`src/rtl/cwt_pkg.sv`:
```
package cwt_pkg;

  localparam int unsigned PosBits   = 20;
  localparam int unsigned DepthBits = 8;
  localparam int unsigned TokPosW   = 20;
  localparam int unsigned TokLvlW   = 8;
  localparam int unsigned InDataW   = 8;
  localparam int unsigned OutDataW  = 64;

  localparam logic [PosBits-1:0] PosMax = {PosBits{1'b1}};
  localparam logic signed [DepthBits-1:0] DepthMax = {1'b0, {(DepthBits-1){1'b1}}};
  localparam logic signed [DepthBits-1:0] DepthMin = {1'b1, {(DepthBits-1){1'b0}}};

  localparam logic [7:0] ChNul    = 8'h00;
  localparam logic [7:0] ChLf     = 8'h0A;
  localparam logic [7:0] ChCr     = 8'h0D;
  localparam logic [7:0] ChLParen = 8'h28;
  localparam logic [7:0] ChRParen = 8'h29;
  localparam logic [7:0] ChStar   = 8'h2A;
  localparam logic [7:0] ChSlash  = 8'h2F;
  localparam logic [7:0] ChDigLo  = 8'h30;
  localparam logic [7:0] ChDigHi  = 8'h39;
  localparam logic [7:0] ChSemi   = 8'h3B;
  localparam logic [7:0] ChEq     = 8'h3D;
  localparam logic [7:0] ChUpLo   = 8'h41;
  localparam logic [7:0] ChUpHi   = 8'h5A;
  localparam logic [7:0] ChUnder  = 8'h5F;
  localparam logic [7:0] ChLoLo   = 8'h61;
  localparam logic [7:0] ChLoHi   = 8'h7A;
  localparam logic [7:0] ChLBrace = 8'h7B;
  localparam logic [7:0] ChRBrace = 8'h7D;

  typedef struct packed {
    logic word;
    logic nul;
    logic lf;
    logic cr;
    logic slash;
    logic star;
    logic lbrace;
    logic rbrace;
    logic lparen;
    logic rparen;
    logic eq;
    logic semi;
  } cls_t;

  typedef struct packed {
    logic                      token_valid;
    logic [TokPosW-1:0]        token_start;
    logic [TokPosW-1:0]        token_end;
    logic signed [TokLvlW-1:0] brace_level;
    logic signed [TokLvlW-1:0] paren_level;
    logic                      saw_semicolon;
    logic                      saw_equals;
    logic                      end_of_text;
  } tok_t;

endpackage

```
`src/rtl/cwt_char_class.sv`:
```
module cwt_char_class
  import cwt_pkg::*;
(
  input  logic [7:0] char_i,
  output cls_t       cls_o
);

  always_comb begin
    cls_o.word   = char_i inside {ChUnder, [ChDigLo:ChDigHi], [ChUpLo:ChUpHi], [ChLoLo:ChLoHi]};
    cls_o.nul    = (char_i == ChNul);
    cls_o.lf     = (char_i == ChLf);
    cls_o.cr     = (char_i == ChCr);
    cls_o.slash  = (char_i == ChSlash);
    cls_o.star   = (char_i == ChStar);
    cls_o.lbrace = (char_i == ChLBrace);
    cls_o.rbrace = (char_i == ChRBrace);
    cls_o.lparen = (char_i == ChLParen);
    cls_o.rparen = (char_i == ChRParen);
    cls_o.eq     = (char_i == ChEq);
    cls_o.semi   = (char_i == ChSemi);
  end

endmodule

```
`src/rtl/cwt_lexer_core.sv`:
```
module cwt_lexer_core
  import cwt_pkg::*;
(
  input  logic clk_i,
  input  logic rst_ni,
  input  logic cfg_we_i,
  input  logic cfg_wdata_i,
  input  logic step_i,
  input  cls_t cls_i,
  output logic emit_o,
  output tok_t tok_o
);

  typedef enum logic [1:0] {CmNone, CmLine, CmBlock} cmode_e;

  logic                        strip_q;
  logic [PosBits-1:0]          pos_q, pos_d;
  logic                        in_word_q, in_word_d;
  logic [PosBits-1:0]          wstart_q, wstart_d;
  logic signed [DepthBits-1:0] brace_q, brace_d;
  logic signed [DepthBits-1:0] paren_q, paren_d;
  logic                        semi_q, semi_d;
  logic                        eq_q, eq_d;
  cmode_e                      cm_q, cm_d;
  logic                        star_q, star_d;
  logic                        slash_q, slash_d;
  logic                        skiplf_q, skiplf_d;

  cmode_e cm_eff;
  logic   star_eff, slash_eff, skiplf_eff;

  always_comb begin
    cm_eff     = strip_q ? cm_q : CmNone;
    star_eff   = strip_q & star_q;
    slash_eff  = strip_q & slash_q;
    skiplf_eff = strip_q & skiplf_q;

    pos_d    = pos_q;
    in_word_d = in_word_q;
    wstart_d = wstart_q;
    brace_d  = brace_q;
    paren_d  = paren_q;
    semi_d   = semi_q;
    eq_d     = eq_q;
    cm_d     = cm_eff;
    star_d   = star_eff;
    slash_d  = slash_eff;
    skiplf_d = 1'b0;
    emit_o   = 1'b0;

    tok_o.token_valid   = in_word_q;
    tok_o.token_start   = TokPosW'(wstart_q);
    tok_o.token_end     = TokPosW'(pos_q);
    tok_o.brace_level   = TokLvlW'(brace_q);
    tok_o.paren_level   = TokLvlW'(paren_q);
    tok_o.saw_semicolon = semi_q;
    tok_o.saw_equals    = eq_q;
    tok_o.end_of_text   = cls_i.nul;

    if (cls_i.nul) begin
      emit_o = 1'b1;
      if (!in_word_q) begin
        tok_o.token_start = '0;
        tok_o.token_end   = '0;
      end
      pos_d     = '0;
      in_word_d = 1'b0;
      wstart_d  = '0;
      brace_d   = '0;
      paren_d   = '0;
      semi_d    = 1'b0;
      eq_d      = 1'b0;
      cm_d      = CmNone;
      star_d    = 1'b0;
      slash_d   = 1'b0;
    end else begin
      if (pos_q != PosMax) pos_d = pos_q + 1'b1;
      if (skiplf_eff && cls_i.lf) begin
        // LF after a CR that closed a line comment is dropped
      end else if (cm_eff == CmLine) begin
        if (cls_i.lf || cls_i.cr) begin
          cm_d     = CmNone;
          skiplf_d = cls_i.cr;
        end
      end else if (cm_eff == CmBlock) begin
        if (star_eff && cls_i.slash) begin
          cm_d   = CmNone;
          star_d = 1'b0;
        end else begin
          star_d = cls_i.star;
        end
      end else begin
        slash_d = 1'b0;
        if (slash_eff && cls_i.slash) begin
          cm_d = CmLine;
        end else if (slash_eff && cls_i.star) begin
          cm_d   = CmBlock;
          star_d = 1'b1;
        end else if (cls_i.word) begin
          if (!in_word_q) begin
            in_word_d = 1'b1;
            wstart_d  = pos_q;
          end
        end else begin
          if (in_word_q) begin
            emit_o    = 1'b1;
            in_word_d = 1'b0;
            semi_d    = 1'b0;
            eq_d      = 1'b0;
          end
          if (cls_i.lbrace && brace_q != DepthMax) brace_d = brace_q + 1'b1;
          if (cls_i.rbrace && brace_q != DepthMin) brace_d = brace_q - 1'b1;
          if (cls_i.lparen && paren_q != DepthMax) paren_d = paren_q + 1'b1;
          if (cls_i.rparen && paren_q != DepthMin) paren_d = paren_q - 1'b1;
          if (cls_i.eq) eq_d = 1'b1;
          if (cls_i.semi) semi_d = 1'b1;
          slash_d = strip_q & cls_i.slash;
        end
      end
    end
  end

  always_ff @(posedge clk_i or negedge rst_ni) begin
    if (!rst_ni) begin
      strip_q   <= 1'b1;
      pos_q     <= '0;
      in_word_q <= 1'b0;
      wstart_q  <= '0;
      brace_q   <= '0;
      paren_q   <= '0;
      semi_q    <= 1'b0;
      eq_q      <= 1'b0;
      cm_q      <= CmNone;
      star_q    <= 1'b0;
      slash_q   <= 1'b0;
      skiplf_q  <= 1'b0;
    end else begin
      if (cfg_we_i) strip_q <= cfg_wdata_i;
      if (step_i) begin
        pos_q     <= pos_d;
        in_word_q <= in_word_d;
        wstart_q  <= wstart_d;
        brace_q   <= brace_d;
        paren_q   <= paren_d;
        semi_q    <= semi_d;
        eq_q      <= eq_d;
        cm_q      <= cm_d;
        star_q    <= star_d;
        slash_q   <= slash_d;
        skiplf_q  <= skiplf_d;
      end
    end
  end

endmodule

```
`src/rtl/cwt_out_buf.sv`:
```
module cwt_out_buf
  import cwt_pkg::*;
(
  input  logic clk_i,
  input  logic rst_ni,
  input  logic push_i,
  input  tok_t tok_i,
  output logic full_o,
  output logic valid_o,
  input  logic ready_i,
  output tok_t tok_o
);

  localparam int unsigned Depth = 2;
  localparam int unsigned PtrW  = $clog2(Depth);
  localparam int unsigned CntW  = $clog2(Depth + 1);

  tok_t            mem_q [Depth];
  logic [PtrW-1:0] wr_q, rd_q;
  logic [CntW-1:0] cnt_q;
  logic            pop;

  assign full_o  = (cnt_q == CntW'(Depth));
  assign valid_o = (cnt_q != '0);
  assign pop     = valid_o && ready_i;
  assign tok_o   = mem_q[rd_q];

  always_ff @(posedge clk_i) begin
    if (push_i) mem_q[wr_q] <= tok_i;
  end

  always_ff @(posedge clk_i or negedge rst_ni) begin
    if (!rst_ni) begin
      wr_q  <= '0;
      rd_q  <= '0;
      cnt_q <= '0;
    end else begin
      if (push_i) wr_q <= wr_q + 1'b1;
      if (pop) rd_q <= rd_q + 1'b1;
      if (push_i && !pop) cnt_q <= cnt_q + 1'b1;
      else if (pop && !push_i) cnt_q <= cnt_q - 1'b1;
    end
  end

endmodule

```
`src/rtl/c_style_word_tokenizer.sv`:
```
// Streaming word tokenizer for C-style text: one byte per beat, one byte accepted every cycle
// while the output buffer is not full. A byte enters an input register, the lexer state and
// the result are updated in a single pass, and a result beat is written to the output buffer.
// Results wait in a two-beat output buffer, so input keeps flowing while the output is
// briefly stalled; when that buffer is full the input stalls. A zero byte always yields one
// beat with tlast set and clears all text state. cfg_wdata_i selects comment stripping
// (reset 1); the user sets it only while no text is in flight; the block does not enforce it.
module c_style_word_tokenizer
  import cwt_pkg::*;
(
  input  logic                clk_i,
  input  logic                rst_ni,
  input  logic                cfg_we_i,
  input  logic                cfg_wdata_i,
  input  logic                s_axis_tvalid,
  output logic                s_axis_tready,
  input  logic [InDataW-1:0]  s_axis_tdata,   // [7:0] char_code
  output logic                m_axis_tvalid,
  input  logic                m_axis_tready,
  output logic [OutDataW-1:0] m_axis_tdata,   // [19:0] token_start, [39:20] token_end,
                                              // [47:40] brace_level, [55:48] paren_level,
                                              // [56] saw_semicolon, [57] saw_equals
  output logic                m_axis_tlast,   // end_of_text
  output logic                m_axis_tuser    // [0] token_valid
);

  logic               in_valid_q;
  logic [InDataW-1:0] in_byte_q;
  logic               buf_full;
  logic               step;
  logic               emit;
  cls_t               cls;
  tok_t               tok_res, tok_out;

  assign step          = in_valid_q && !buf_full;
  assign s_axis_tready = !in_valid_q || !buf_full;

  always_ff @(posedge clk_i or negedge rst_ni) begin
    if (!rst_ni) begin
      in_valid_q <= 1'b0;
    end else begin
      if (s_axis_tvalid && s_axis_tready) in_valid_q <= 1'b1;
      else if (step) in_valid_q <= 1'b0;
    end
  end

  always_ff @(posedge clk_i) begin
    if (s_axis_tvalid && s_axis_tready) in_byte_q <= s_axis_tdata;
  end

  cwt_char_class u_cls (
    .char_i (in_byte_q),
    .cls_o  (cls)
  );

  cwt_lexer_core u_core (
    .clk_i       (clk_i),
    .rst_ni      (rst_ni),
    .cfg_we_i    (cfg_we_i),
    .cfg_wdata_i (cfg_wdata_i),
    .step_i      (step),
    .cls_i       (cls),
    .emit_o      (emit),
    .tok_o       (tok_res)
  );

  cwt_out_buf u_buf (
    .clk_i   (clk_i),
    .rst_ni  (rst_ni),
    .push_i  (step && emit),
    .tok_i   (tok_res),
    .full_o  (buf_full),
    .valid_o (m_axis_tvalid),
    .ready_i (m_axis_tready),
    .tok_o   (tok_out)
  );

  assign m_axis_tdata = {
    (OutDataW - 2 - 2*TokLvlW - 2*TokPosW)'(0),
    tok_out.saw_equals,
    tok_out.saw_semicolon,
    tok_out.paren_level,
    tok_out.brace_level,
    tok_out.token_end,
    tok_out.token_start
  };
  assign m_axis_tlast = tok_out.end_of_text;
  assign m_axis_tuser = tok_out.token_valid;

`ifndef SYNTH
  a_nul_emits: assert property (@(posedge clk_i) disable iff (!rst_ni)
    (step && cls.nul) |-> emit)
    else $error("zero byte gave no result");

  a_push_shows: assert property (@(posedge clk_i) disable iff (!rst_ni)
    (step && emit) |=> m_axis_tvalid)
    else $error("result not presented after push");

  a_span_order: assert property (@(posedge clk_i) disable iff (!rst_ni)
    (m_axis_tvalid && m_axis_tuser) |-> (tok_out.token_end >= tok_out.token_start))
    else $error("word ends before it starts");

  a_stall_full: assert property (@(posedge clk_i) disable iff (!rst_ni)
    (in_valid_q && !step) |=> (in_valid_q && $stable(in_byte_q)))
    else $error("stalled byte lost");
`endif

endmodule
```
`config.mk`:
```
export PLATFORM = sky130hd
export DESIGN_NAME = c_style_word_tokenizer
export DESIGN_NICKNAME = d
export VERILOG_FILES = /design/src/rtl/cwt_pkg.sv /design/src/rtl/cwt_char_class.sv /design/src/rtl/cwt_lexer_core.sv /design/src/rtl/cwt_out_buf.sv /design/src/rtl/c_style_word_tokenizer.sv
export SDC_FILE = /design/constraint.sdc
export NUM_CORES = 1
export LEC_CHECK = 0
export BUFFER_PORTS_ARGS = -buffer_cell sky130_fd_sc_hd__buf_2
export CAP_MARGIN = 25
export CORE_MARGIN = 4
export CORE_UTILIZATION = 55
export DETAILED_ROUTE_END_ITERATION = 8
export PLACE_DENSITY = 0.86
export SLEW_MARGIN = 20
export SYNTH_ARGS = -nofsm -noshare
export SYNTH_HDL_FRONTEND = slang
export SYNTH_SLANG_ARGS = --single-unit
```
`constraint.sdc`:
```
create_clock -name clk_i -period 12.4 [get_ports clk_i]
set_clock_uncertainty 0.1 [all_clocks]
set_input_delay 1.86 -clock clk_i [delete_from_list [all_inputs] [get_ports clk_i]]
set_output_delay 1.86 -clock clk_i [all_outputs]
set_load 0.02 [all_outputs]
```
==> metrics <==
hold_buf cts=0; Num CTS Buffers=17; Area contributors post-synth=edfxtp_1 (42%), dfrtp_1 (19%), mux2_2 (7.8%); Fill cells=1215; crit-path leading delay family=flip-flops; top_reg_cell synth=edfxtp_1; Root Buffer=clkbuf_16; Net Sw Power=0.580 mW; total track usage=0.189; Crit-path slowest cell=dfrtp_2; Post-layout nets=788; register area share after synthesis=0.617; Pleak=4.11 nW; commonest non-fill, non-tap cell in the layout=edfxtp_1; post-synthesis cell area=9070 um2; critical path class=register to output port; register bit total from synthesis=198; num ports=82; GP Congestion=0.851; wire per inst=16.9 um; CTS tree=done; Pint=1.28 mW; initial antenna violation count=0; Clock Path Buffers=2; min-delay worst type=register to register; part of the cycle the worst path needs=0.343; synthesis-to-layout area growth=12.3%; RSZ-0062 raised after global routing=false; CTS sink cnt=198; Placed Area=9640 um2; most frequent cells in the layout=edfxtp_1 (128), buf_2 (75), dfrtp_1 (68); Resize count post-CTS=0; power share of the clock group=0.277; Remaining DRCs=0; worst vdd ir=0.112 mV; Sw Ratio=0.312; Post-Route WL=16600 um; Seq. cell area=5600 um2; via count=5500; DPL Wire Length=11000 um; final hold vios=0; share of layout cells above drive strength 1=0.261; register share of total power=0.471; largest net degree at the start of global routing=71; Slew Viols, Final=0; synthesized instance count=684; CP max FO=38; vias in the first global route=5523; Slew HR=0.384; Async SR Flop Fraction=0.354; Setup Viol. Count Final=0; CP bufs+invs=2; min Tclk post-route=about 4.2 ns; die height=136 um; diode count=0; share of Yosys cell area claimed by the top area cell type=0.424; core area=16000 um2; YS warnings=0; worst-margin pin slew=0.923 ns; vias per cell=roughly 5.6; first-pass GRT wire length=27500 um; Cell Rows=46; outcome=completed; Clock Latency Late Sink=0.43 ns; initial DRC count=between 300 and 400; Unique masters post-synth=70; Clk pin slew, worst setup/hold paths=0.07 ns; iteration count of the initial detailed-routing pass=4; crit-path max cell delay=between 0.7 and 0.8 ns; Setup Fix Bufs, Post-CTS=0; H-tree depth=4; Synth area leader=edfxtp_1; initial core utilization=0.567; finished layout cell area=10200 um2; Avg Cell Area, Syn=roughly 13 um2; gr ovfl total=0; Detail Route Antenna Nets=0; Post-synth EDFFs=128; Pwr Density=182 nW/um2; Req. time, crit path=10.44 ns; Max-Cap Viols=0; Gate power share=0.252; fmax=235 MHz; die width=136 um; Multi-input gate area=3220 um2; critical path data arrival time=2.29 ns; Final Power=1.86 mW; critical path, cell by cell=buf_4, mux2_2, buf_2; crit path launch type=register; Fin Setup TNS=0 ns; reg2reg setup slack=8.59 ns; CP Capture Type=output port; # port buffers=75; Die Area=18600 um2
[power by group through the flow]
| stage | clock network [mW] | logic, mW | registers, mW |
|---|---|---|---|
| detailed placement | 0 | 0.475 | 0.889 |
| global placement | 0 | 0.471 | 0.884 |
| global route | 0.555 | 0.510 | 0.885 |
| floorplan | 0 | 0.369 | 0.852 |
| finish | 0.515 | 0.468 | 0.874 |
| CTS | 0.525 | 0.476 | 0.874 |
[cell usage after synthesis (all sizes together) (7+ instances only)]
cell type  instances
nand4              9
a21oi             16
buf               14
clkbuf            16
and2              47
nand2             48
and3               7
inv               35
edfxtp           128
xor2              15
xnor2             17
dfrtp             69
nand3             19
nor2              34
mux2i             19
nor3              13
o21ai             14
mux2              65
ha                14
[worst paths after layout]
kind / start / to / cells after the start
min in group asynchronous: rst_ni / in_valid_q / 2
max in group asynchronous: rst_ni / u_buf.rd_q / 2
setup reg to reg: in_byte_q[0] / u_buf.mem_q[1][27] / 6
hold reg to reg: u_core.eq_q / u_buf.mem_q[0][1] / 0
setup / recovery: u_buf.rd_q / m_axis_tdata[0] / 3
hold / removal: u_core.eq_q / u_buf.mem_q[0][1] / 0
[cells by family (layout without fill, tap and decap cells)]
kind of cell / Yosys count / count (layout) / share of synthesized area
xor gates and xnor gates: 32 / 32 / 0.0309
buffers and inverters: 65 / 147 / 0.0320
DFF: 198 / 198 / 0.617
and+or+nand+nor: 213 / 213 / 0.135
AOI/OAI and AO/OA: 75 / 75 / 0.0587
muxes: 84 / 84 / 0.102
other: 1 / 6 / 0.000413
adders and majority gates: 16 / 16 / 0.0237
[registers in the layout, indices dropped and copies added, names as in the netlist, 2 cells and up]
register	flops
u_core.cm_q	2
u_core.brace_q	8
u_buf.mem_q	120
u_buf.cnt_q	2
u_core.wstart_q	20
u_core.pos_q	20
in_byte_q	8
u_core.paren_q	8
[routing by layer]
layer | up-vias | GRT usage | share of wire
li1 | 2620 | - | -
met1 | 2724 | 0.238 | 0.43
met2 | 135 | 0.329 | 0.52
met3 | 21 | 0.0444 | 0.044
met4 | 0 | 0.0515 | 0.012
met5 | - | 0 | 0
[worst reg2reg max path, stage by stage (launching register included)]
cell      delay [ns]
edfxtp_1        0.52
nor3_2          0.38
nand3_2         0.53
nor2_2          0.82
a21oi_2         0.23
nor2b_4         0.16
buf_4           0.63
[metrics by stage]
stage                      util  cells  setup slack (ns)  hold WS, ns
after global routing      0.637    987              8.01        0.400
after global placement    0.602    955              8.56        0.363
after floorplan               -    689              7.73        0.343
after CTS                 0.637    987              8.10        0.391
after detailed placement  0.602    955              8.53        0.371
final                     0.637    987              8.15        0.388
[area by class of cell]
| class | instances | area share |
|---|---|---|
| sequential | 198 | 0.549 |
| multi-input combinational | 426 | 0.316 |
| clock buffer | 22 | 0.0466 |
| timing repair buffer | 80 | 0.0405 |
| tap | 216 | 0.0265 |
| inverter | 35 | 0.0129 |
| clock inverter | 10 | 0.00810 |
(Power assumes the default switching activity.)
